## src/rtl/efe_pkg.sv

```systemverilog
// Shared types, constants and register map of the ensemble fractile extractor.
`default_nettype none

package efe_pkg;

    localparam int MAX_MEMBERS = 64;
    localparam int ADDR_W      = $clog2(MAX_MEMBERS);
    localparam int DATA_W      = 32;
    localparam int CNT_W       = 7;
    localparam int RANK_W      = 6;
    localparam int SLOT_COUNT  = 7;
    localparam int SLOT_W      = 3;
    localparam int CFG_ADDR_W  = 5;
    localparam int CFG_DATA_W  = 32;

    localparam logic [SLOT_W-1:0] SLOT_LAST = SLOT_W'(SLOT_COUNT - 1);

    localparam logic [CNT_W-1:0]  COUNT_RESET       = 7'd51;
    localparam logic [RANK_W-1:0] RANK_MIN_RESET    = 6'd0;
    localparam logic [RANK_W-1:0] RANK_P10_RESET    = 6'd4;
    localparam logic [RANK_W-1:0] RANK_P25_RESET    = 6'd12;
    localparam logic [RANK_W-1:0] RANK_MEDIAN_RESET = 6'd25;
    localparam logic [RANK_W-1:0] RANK_P75_RESET    = 6'd37;
    localparam logic [RANK_W-1:0] RANK_P90_RESET    = 6'd45;
    localparam logic [RANK_W-1:0] RANK_MAX_RESET    = 6'd50;

    typedef enum logic [2:0] {
        REG_MEMBER_COUNT = 3'd0,
        REG_RANK_MIN     = 3'd1,
        REG_RANK_P10     = 3'd2,
        REG_RANK_P25     = 3'd3,
        REG_RANK_MEDIAN  = 3'd4,
        REG_RANK_P75     = 3'd5,
        REG_RANK_P90     = 3'd6,
        REG_RANK_MAX     = 3'd7
    } cfg_reg_t;

    typedef logic [RANK_W-1:0] rank_t;
    typedef rank_t [SLOT_COUNT-1:0] rank_arr_t;

    typedef enum logic [1:0] {
        ST_IDLE    = 2'd0,
        ST_SHIFT   = 2'd1,
        ST_SEL_RD  = 2'd2,
        ST_SEL_OUT = 2'd3
    } state_t;

    typedef struct packed {
        logic load_item;
        logic shift_step;
        logic insert;
        logic out_load;
    } cmd_t;

    typedef struct packed {
        logic pos_zero;
        logic greater;
        logic gather_done;
        logic slot_last;
        logic out_free;
    } status_t;

endpackage

`default_nettype wire

```

## src/rtl/efe_ram.sv

```systemverilog
// Generic single-write, single-read RAM with registered read data.
`default_nettype none

module efe_ram #(
    parameter int WIDTH = 32,
    parameter int DEPTH = 64,
    localparam int AW   = $clog2(DEPTH)
) (
    input  wire logic             aclk,
    input  wire logic             we,
    input  wire logic [AW-1:0]    waddr,
    input  wire logic [WIDTH-1:0] wdata,
    input  wire logic [AW-1:0]    raddr,
    output logic      [WIDTH-1:0] rdata
);

    logic [WIDTH-1:0] mem [DEPTH];

    always_ff @(posedge aclk) begin
        if (we) begin
            mem[waddr] <= wdata;
        end
        rdata <= mem[raddr];
    end

endmodule

`default_nettype wire

```

## src/rtl/efe_regs.sv

```systemverilog
// Configuration register file behind the APB-style port.
`default_nettype none

module efe_regs (
    input  wire logic                           aclk,
    input  wire logic                           aresetn,
    input  wire logic                           psel,
    input  wire logic                           penable,
    input  wire logic                           pwrite,
    input  wire logic [efe_pkg::CFG_ADDR_W-1:0] paddr,
    input  wire logic [efe_pkg::CFG_DATA_W-1:0] pwdata,
    output logic      [efe_pkg::CFG_DATA_W-1:0] prdata,
    output logic                                pready,
    output logic      [efe_pkg::CNT_W-1:0]      member_count,
    output efe_pkg::rank_arr_t                  ranks
);
    import efe_pkg::*;

    logic [CNT_W-1:0] count_reg, count_next;
    rank_arr_t        rank_reg, rank_next;
    cfg_reg_t         index;
    logic             wr_en;

    assign pready = 1'b1;
    assign index  = cfg_reg_t'(paddr[4:2]);
    assign wr_en  = psel && penable && pwrite;

    always_comb begin
        count_next = count_reg;
        rank_next  = rank_reg;
        if (wr_en) begin
            case (index)
                REG_MEMBER_COUNT: count_next   = pwdata[CNT_W-1:0];
                REG_RANK_MIN:     rank_next[0] = pwdata[RANK_W-1:0];
                REG_RANK_P10:     rank_next[1] = pwdata[RANK_W-1:0];
                REG_RANK_P25:     rank_next[2] = pwdata[RANK_W-1:0];
                REG_RANK_MEDIAN:  rank_next[3] = pwdata[RANK_W-1:0];
                REG_RANK_P75:     rank_next[4] = pwdata[RANK_W-1:0];
                REG_RANK_P90:     rank_next[5] = pwdata[RANK_W-1:0];
                REG_RANK_MAX:     rank_next[6] = pwdata[RANK_W-1:0];
                default:          count_next   = count_reg;
            endcase
        end
    end

    always_ff @(posedge aclk) begin
        if (!aresetn) begin
            count_reg   <= COUNT_RESET;
            rank_reg[0] <= RANK_MIN_RESET;
            rank_reg[1] <= RANK_P10_RESET;
            rank_reg[2] <= RANK_P25_RESET;
            rank_reg[3] <= RANK_MEDIAN_RESET;
            rank_reg[4] <= RANK_P75_RESET;
            rank_reg[5] <= RANK_P90_RESET;
            rank_reg[6] <= RANK_MAX_RESET;
        end else begin
            count_reg <= count_next;
            rank_reg  <= rank_next;
        end
    end

    always_comb begin
        case (index)
            REG_MEMBER_COUNT: prdata = CFG_DATA_W'(count_reg);
            REG_RANK_MIN:     prdata = CFG_DATA_W'(rank_reg[0]);
            REG_RANK_P10:     prdata = CFG_DATA_W'(rank_reg[1]);
            REG_RANK_P25:     prdata = CFG_DATA_W'(rank_reg[2]);
            REG_RANK_MEDIAN:  prdata = CFG_DATA_W'(rank_reg[3]);
            REG_RANK_P75:     prdata = CFG_DATA_W'(rank_reg[4]);
            REG_RANK_P90:     prdata = CFG_DATA_W'(rank_reg[5]);
            REG_RANK_MAX:     prdata = CFG_DATA_W'(rank_reg[6]);
            default:          prdata = '0;
        endcase
    end

    assign member_count = count_reg;
    assign ranks        = rank_reg;

endmodule

`default_nettype wire

```

## src/rtl/efe_ctrl.sv

```systemverilog
// Controller state machine: insertion steps and the seven-word selection sequence.
`default_nettype none

module efe_ctrl (
    input  wire logic        aclk,
    input  wire logic        aresetn,
    input  wire logic        s_tvalid,
    output logic             s_tready,
    input  efe_pkg::status_t status,
    output efe_pkg::cmd_t    cmd
);
    import efe_pkg::*;

    state_t state_reg, state_next;

    always_comb begin
        state_next = state_reg;
        case (state_reg)
            ST_IDLE: begin
                if (s_tvalid) begin
                    state_next = ST_SHIFT;
                end
            end
            ST_SHIFT: begin
                if (status.pos_zero || !status.greater) begin
                    state_next = status.gather_done ? ST_SEL_RD : ST_IDLE;
                end
            end
            ST_SEL_RD: begin
                state_next = ST_SEL_OUT;
            end
            ST_SEL_OUT: begin
                if (status.out_free) begin
                    state_next = status.slot_last ? ST_IDLE : ST_SEL_RD;
                end
            end
            default: begin
                state_next = ST_IDLE;
            end
        endcase
    end

    always_comb begin
        cmd      = '0;
        s_tready = 1'b0;
        case (state_reg)
            ST_IDLE: begin
                s_tready      = 1'b1;
                cmd.load_item = s_tvalid;
            end
            ST_SHIFT: begin
                // Move the larger neighbor up one place, or drop the new word into the gap.
                if (!status.pos_zero && status.greater) begin
                    cmd.shift_step = 1'b1;
                end else begin
                    cmd.insert = 1'b1;
                end
            end
            ST_SEL_OUT: begin
                cmd.out_load = status.out_free;
            end
            default: begin
                cmd = '0;
            end
        endcase
    end

    always_ff @(posedge aclk) begin
        if (!aresetn) begin
            state_reg <= ST_IDLE;
        end else begin
            state_reg <= state_next;
        end
    end

endmodule

`default_nettype wire

```

## src/rtl/efe_dp.sv

```systemverilog
// Datapath: sorted member store, insertion pointer, rank selection and output register.
`default_nettype none

module efe_dp (
    input  wire logic                       aclk,
    input  wire logic                       aresetn,
    input  efe_pkg::cmd_t                   cmd,
    output efe_pkg::status_t                status,
    input  wire logic [efe_pkg::CNT_W-1:0]  member_count,
    input  efe_pkg::rank_arr_t              ranks,
    input  wire logic [efe_pkg::DATA_W-1:0] in_value,
    output logic      [efe_pkg::DATA_W-1:0] out_value,
    output logic      [efe_pkg::SLOT_W-1:0] out_slot,
    output logic                            out_last,
    output logic                            out_valid,
    input  wire logic                       out_ready
);
    import efe_pkg::*;

    logic signed [DATA_W-1:0] value_reg, value_next;
    logic [ADDR_W-1:0]        pos_reg, pos_next;
    logic [CNT_W-1:0]         seen_reg, seen_next;
    logic [SLOT_W-1:0]        slot_reg, slot_next;
    logic [DATA_W-1:0]        out_value_reg, out_value_next;
    logic [SLOT_W-1:0]        out_slot_reg, out_slot_next;
    logic                     out_last_reg, out_last_next;
    logic                     out_valid_reg, out_valid_next;

    logic [CNT_W-1:0]  eff_count;
    logic [CNT_W-1:0]  held;
    rank_t             rank_sel;
    logic [ADDR_W-1:0] sel_addr;
    logic [ADDR_W-1:0] rd_addr;
    logic [DATA_W-1:0] rd_data;
    logic              ram_we;
    logic [DATA_W-1:0] ram_wdata;

    efe_ram #(
        .WIDTH (DATA_W),
        .DEPTH (MAX_MEMBERS)
    ) u_store (
        .aclk  (aclk),
        .we    (ram_we),
        .waddr (pos_reg),
        .wdata (ram_wdata),
        .raddr (rd_addr),
        .rdata (rd_data)
    );

    // A count of zero acts as one, a count past the store depth as the depth.
    always_comb begin
        if (member_count == '0) begin
            eff_count = CNT_W'(1);
        end else if (member_count > CNT_W'(MAX_MEMBERS)) begin
            eff_count = CNT_W'(MAX_MEMBERS);
        end else begin
            eff_count = member_count;
        end
    end

    assign held = seen_reg + CNT_W'(1);

    // Ranks past the last held member saturate to the largest one.
    assign rank_sel = ranks[slot_reg];
    assign sel_addr = (CNT_W'(rank_sel) > seen_reg) ? seen_reg[ADDR_W-1:0]
                                                    : ADDR_W'(rank_sel);

    // The read runs one place ahead of the write, so a shift step needs no separate read.
    always_comb begin
        if (cmd.load_item) begin
            rd_addr = seen_reg[ADDR_W-1:0] - ADDR_W'(1);
        end else if (cmd.shift_step) begin
            rd_addr = pos_reg - ADDR_W'(2);
        end else begin
            rd_addr = sel_addr;
        end
    end

    assign ram_we    = cmd.shift_step || cmd.insert;
    assign ram_wdata = cmd.shift_step ? rd_data : value_reg;

    always_comb begin
        value_next     = value_reg;
        pos_next       = pos_reg;
        seen_next      = seen_reg;
        slot_next      = slot_reg;
        out_value_next = out_value_reg;
        out_slot_next  = out_slot_reg;
        out_last_next  = out_last_reg;
        out_valid_next = out_ready ? 1'b0 : out_valid_reg;

        if (cmd.load_item) begin
            value_next = in_value;
            pos_next   = seen_reg[ADDR_W-1:0];
            slot_next  = '0;
        end
        if (cmd.shift_step) begin
            pos_next = pos_reg - ADDR_W'(1);
        end
        if (cmd.insert && !status.gather_done) begin
            seen_next = held;
        end
        if (cmd.out_load) begin
            out_value_next = rd_data;
            out_slot_next  = slot_reg;
            out_last_next  = (slot_reg == SLOT_LAST);
            out_valid_next = 1'b1;
            slot_next      = slot_reg + SLOT_W'(1);
            if (slot_reg == SLOT_LAST) begin
                seen_next = '0;
            end
        end
    end

    always_ff @(posedge aclk) begin
        if (!aresetn) begin
            seen_reg      <= '0;
            out_valid_reg <= 1'b0;
        end else begin
            seen_reg      <= seen_next;
            out_valid_reg <= out_valid_next;
        end
    end

    always_ff @(posedge aclk) begin
        value_reg     <= value_next;
        pos_reg       <= pos_next;
        slot_reg      <= slot_next;
        out_value_reg <= out_value_next;
        out_slot_reg  <= out_slot_next;
        out_last_reg  <= out_last_next;
    end

    assign status.pos_zero    = (pos_reg == '0);
    assign status.greater     = ($signed(rd_data) > value_reg);
    assign status.gather_done = (held >= eff_count);
    assign status.slot_last   = (slot_reg == SLOT_LAST);
    assign status.out_free    = !out_valid_reg || out_ready;

    assign out_value = out_value_reg;
    assign out_slot  = out_slot_reg;
    assign out_last  = out_last_reg;
    assign out_valid = out_valid_reg;

endmodule

`default_nettype wire

```

## src/rtl/ensemble_fractile_extractor_top.sv

```systemverilog
// Top level of the ensemble fractile extractor.
//
//   channel   direction  words                  payload
//   s_        in         one member value       tdata = member_value
//   m_        out        seven per grid point   tdata = fractile_value,
//                                               tuser = fractile_slot, tlast = is_last
//   apb       in/out     register access        eight registers at 4*index
//
// A member word shifts each held member larger than it up one place before it is written;
// the single-port write of the sorted store moves one member per cycle.
// The word that completes a grid point then reads and loads each result in turn.
// Reset is synchronous on aresetn low; the store needs no clearing pass.
// A stalled result holds in the output register while the next member is taken.
`default_nettype none

module ensemble_fractile_extractor_top (
    input  wire logic                           aclk,
    input  wire logic                           aresetn,
    input  wire logic                           s_tvalid,
    output logic                                s_tready,
    input  wire logic [31:0]                    s_tdata,   // [31:0] member_value
    output logic                                m_tvalid,
    input  wire logic                           m_tready,
    output logic      [31:0]                    m_tdata,   // [31:0] fractile_value
    output logic      [2:0]                     m_tuser,   // [2:0] fractile_slot
    output logic                                m_tlast,
    input  wire logic                           psel,
    input  wire logic                           penable,
    input  wire logic                           pwrite,
    input  wire logic [efe_pkg::CFG_ADDR_W-1:0] paddr,
    input  wire logic [efe_pkg::CFG_DATA_W-1:0] pwdata,
    output logic      [efe_pkg::CFG_DATA_W-1:0] prdata,
    output logic                                pready
);
    import efe_pkg::*;

    cmd_t             cmd;
    status_t          status;
    logic [CNT_W-1:0] member_count;
    rank_arr_t        ranks;

    efe_regs u_regs (
        .aclk         (aclk),
        .aresetn      (aresetn),
        .psel         (psel),
        .penable      (penable),
        .pwrite       (pwrite),
        .paddr        (paddr),
        .pwdata       (pwdata),
        .prdata       (prdata),
        .pready       (pready),
        .member_count (member_count),
        .ranks        (ranks)
    );

    efe_ctrl u_ctrl (
        .aclk     (aclk),
        .aresetn  (aresetn),
        .s_tvalid (s_tvalid),
        .s_tready (s_tready),
        .status   (status),
        .cmd      (cmd)
    );

    efe_dp u_dp (
        .aclk         (aclk),
        .aresetn      (aresetn),
        .cmd          (cmd),
        .status       (status),
        .member_count (member_count),
        .ranks        (ranks),
        .in_value     (s_tdata),
        .out_value    (m_tdata),
        .out_slot     (m_tuser),
        .out_last     (m_tlast),
        .out_valid    (m_tvalid),
        .out_ready    (m_tready)
    );

`ifndef SYNTHESIS
    // The output register is never overwritten while it still holds an untaken word.
    assert property (@(posedge aclk) disable iff (!aresetn)
        cmd.out_load |-> status.out_free)
        else $error("result loaded over a pending word");

    // After a member word is taken, the insertion runs before the next one.
    assert property (@(posedge aclk) disable iff (!aresetn)
        (s_tvalid && s_tready) |=> !s_tready)
        else $error("input accepted during insertion");

    // The last selection shows up as a valid word marked last.
    assert property (@(posedge aclk) disable iff (!aresetn)
        (cmd.out_load && status.slot_last) |=> (m_tvalid && m_tlast))
        else $error("last result of a grid point not marked");

    // A shift never walks past the bottom of the store.
    assert property (@(posedge aclk) disable iff (!aresetn)
        cmd.shift_step |-> !status.pos_zero)
        else $error("shift below position zero");
`endif

endmodule

`default_nettype wire
```

## config.mk

```make
export PLATFORM = sky130hd
export DESIGN_NAME = ensemble_fractile_extractor_top
export DESIGN_NICKNAME = d
export VERILOG_FILES = /design/src/rtl/efe_pkg.sv /design/src/rtl/efe_ram.sv /design/src/rtl/efe_regs.sv /design/src/rtl/efe_ctrl.sv /design/src/rtl/efe_dp.sv /design/src/rtl/ensemble_fractile_extractor_top.sv
export SDC_FILE = /design/constraint.sdc
export NUM_CORES = 2
export LEC_CHECK = 0
export ABC_AREA = 1
export BUFFER_PORTS_ARGS = -buffer_cell sky130_fd_sc_hd__buf_2
export CAP_MARGIN = 0
export CELL_PAD_IN_SITES_DETAIL_PLACEMENT = 1
export CELL_PAD_IN_SITES_GLOBAL_PLACEMENT = 1
export CORE_MARGIN = 2
export CORE_UTILIZATION = 45
export CTS_BUF_LIST = sky130_fd_sc_hd__clkbuf_8 sky130_fd_sc_hd__clkbuf_16
export DETAILED_ROUTE_END_ITERATION = 16
export GPL_TIMING_DRIVEN = 0
export PLACE_DENSITY_LB_ADDON = 0.08
export SYNTH_ARGS = -nofsm -noshare
export SYNTH_HDL_FRONTEND = slang
export SYNTH_HIERARCHICAL = 1
export SYNTH_SLANG_ARGS = --single-unit
```

## constraint.sdc

```tcl
create_clock -name aclk -period 17.8 [get_ports aclk]
set_clock_uncertainty 0.05 [all_clocks]
set_input_delay 0.89 -clock aclk [delete_from_list [all_inputs] [get_ports aclk]]
set_output_delay 0.89 -clock aclk [all_outputs]
set_load 0.03 [all_outputs]
```

==> metrics.txt <==
die height between 400 and 500 um; CTS Root Cell clkbuf_16; # setup viols final 0; Final #Nets between 8000 and 9000; die width approximately 450 um; Async SR Flop Fraction 0; EDFF count, synth between 2000 and 2500; Final Cycle Share 0.406; HP Start s_tdata[19]; Fin Setup TNS 0 ns; Remaining Overflow, GRT 0; TritonCTS clock tree done; Hold Crit Class input pin to flop; die area about 210000 um^2; Synth Warn # 6; initial DRC count around 10000; dpl cells about 11000; Crit Path Class flop to flop; final wirelength just under 400000 um; critical path's slowest cell clkbuf_1; global-route usage over all layers 0.380; CP dominant cell by count nand2_1; router iterations before antenna repair 7; filler-free cell count of the finished design 11175; crit path capture type flop; Max-slew headroom -0.00609; CTS Buf Count about 230; worst skew pair latency roughly 0.9 ns; antenna violations before repair 26; Biggest register u_dp/u_store/mem; flops & latches, synth between 2000 and 2500; Clk pin slew, worst setup/hold paths approximately 0.06 ns; CTS HTree Levels 4; Hold-fix buffers, CTS 0; run status complete, but fails checks; Sink Count 2216; measured slew at the worst slew-check pin around 1.5 ns; layout cells sized above 1 0.136; synth top area cells edfxtp_1 (70%), nand3_1 (11%), nand2_1 (10%); largest net degree at the start of global routing 34; Yosys top cell area share 0.703; Buf/Inv on CP 6; syn_area_per_cell around 12 um^2; Core Rows about 160; RSZ-0062 raised after global routing no; first-pass GRT wire length around 540000 um; Via density around 6.2; max FFs per register 2048; launch point of the worst reg-to-reg path u_dp/value_reg[31]; post-CTS setup buffers 0; DRC 0; failing checks capacitance limit, slew limit; detailed placer's ending HPWL 285000 um; Setup crit start kind flop; Hold Vio Cnt, Final 0; WHS about 0.12 ns; Commonest cells post-synth nand2_1 (2448), edfxtp_1 (2125), nand3_1 (1951), buf_2 (293), nor2_1 (177); Core Area between 200000 and 250000 um^2; share of the yosys chip area belonging to registers 0.723; count leader, synth nand2_1; Starting Density 0.454; crit path from u_dp/value_reg[31]; synth unique cells between 40 and 50; Post-synth top flop edfxtp_1; Antenna Violating Nets Remaining 0; Cell Area, Synth between 90000 and 100000 um^2; Worst EP arrival between 7 and 8 ns; Synth area leader edfxtp_1; PostCTS Resize Cnt 0; crit-path leading delay family simple AND/OR/NAND/NOR gates; area grow syn2layout 17.4%; Final min period 7.23 ns; FMAX 138 MHz; clk buf depth 3; final design utilization 0.533; Max stage delay on crit path 0.75 ns; Required @ worst endpoint 18.46 ns; Max Fanout on Critical Path 10; PortBufs 84; cells after synthesis between 7000 and 8000; max-cap violations 1; WL/cell 35.3 um; IO Pins 147; vias in the first global route about 68000; max-slew violations 11; DR vias 69175; GPL Wtd Cong 0.984
==> layout make-up <==
class                   count  area [um^2]
clock buffers             239         5960
fillers                 20591        93400
multi-input cells        4926        23000
flip-flops and latches   2216        65600
plain buffers             515         2700
well taps                2656         3320
repair buffers            307         4260
diodes                      7         17.5
inverters                 116          449
clock inverters           193         1340
==> layer usage <==
metal	track usage	vias up	share of wire
met5	0	-	0.00032
met4	0.208	20	0.064
met3	0.0882	916	0.12
met2	0.568	4379	0.44
met1	0.515	35315	0.38
li1	-	28545	-
==> cell families after synthesis <==
kind of cell	after synthesis	synth area share
AOI/OAI and AO/OA	169	0.00999
xor gates and xnor gates	12	0.00132
adders and majority gates	53	0.00730
buffers and inverters	631	0.0347
DFF	2216	0.723
other	2	0.0000827
and+or+nand+nor	4666	0.224
==> through the flow <==
stage / setup WS [ns] / instance area, um^2
after floorplan: 11.50 / 90900
after global placement: 2.71 / 94600
after detailed placement: 10.96 / 99300
after CTS: 10.90 / 107000
after global routing: 10.47 / 107000
final: 10.57 / 107000
==> worst register-to-register path, delay by kind of cell, from the launching register on <==
kind | cells | cell delay [ns]
buf+inv | 6 | 2.43
fa+ha+maj | 1 | 0.34
flops | 1 | 0.33
compound gates | 2 | 0.69
simple gates | 18 | 3.24
==> worst paths after layout <==
path | endpoint | slack [ns] | cells after the start
setup / recovery | u_dp/u_store/rdata[30] | 10.57 | 27
hold / removal | u_dp/value_reg[19] | 0.12 | 1
setup reg to reg | u_dp/u_store/rdata[30] | 10.57 | 27
hold reg to reg | u_dp/out_value[16] | 0.44 | 0
==> cell usage in the layout, fill, tap and decap left out, types with 33 or more instances in the layout <==
master     netlist  final
buf_4           75    140
dfxtp_1         91     91
nor2_1         177    119
a21oi_1         33     33
buf_12           0    129
clkbuf_1        93     90
buf_2          293    377
o21ai_1         39     39
nand4_1         38     38
ha_1            53     53
clkbuf_16        0    237
inv_1           97    149
buf_1           40     40
nand2_1       2448   2448
clkinv_2         1     43
o21ai_0         76     44
nand3_1       1951   1951
edfxtp_1      2125   2125
clkinv_1         1     72
nor2_4           6     64
Power is left out: the tool's default activity adds up to more than one toggle a clock period on the data nets, which glitch-free logic cannot reach.
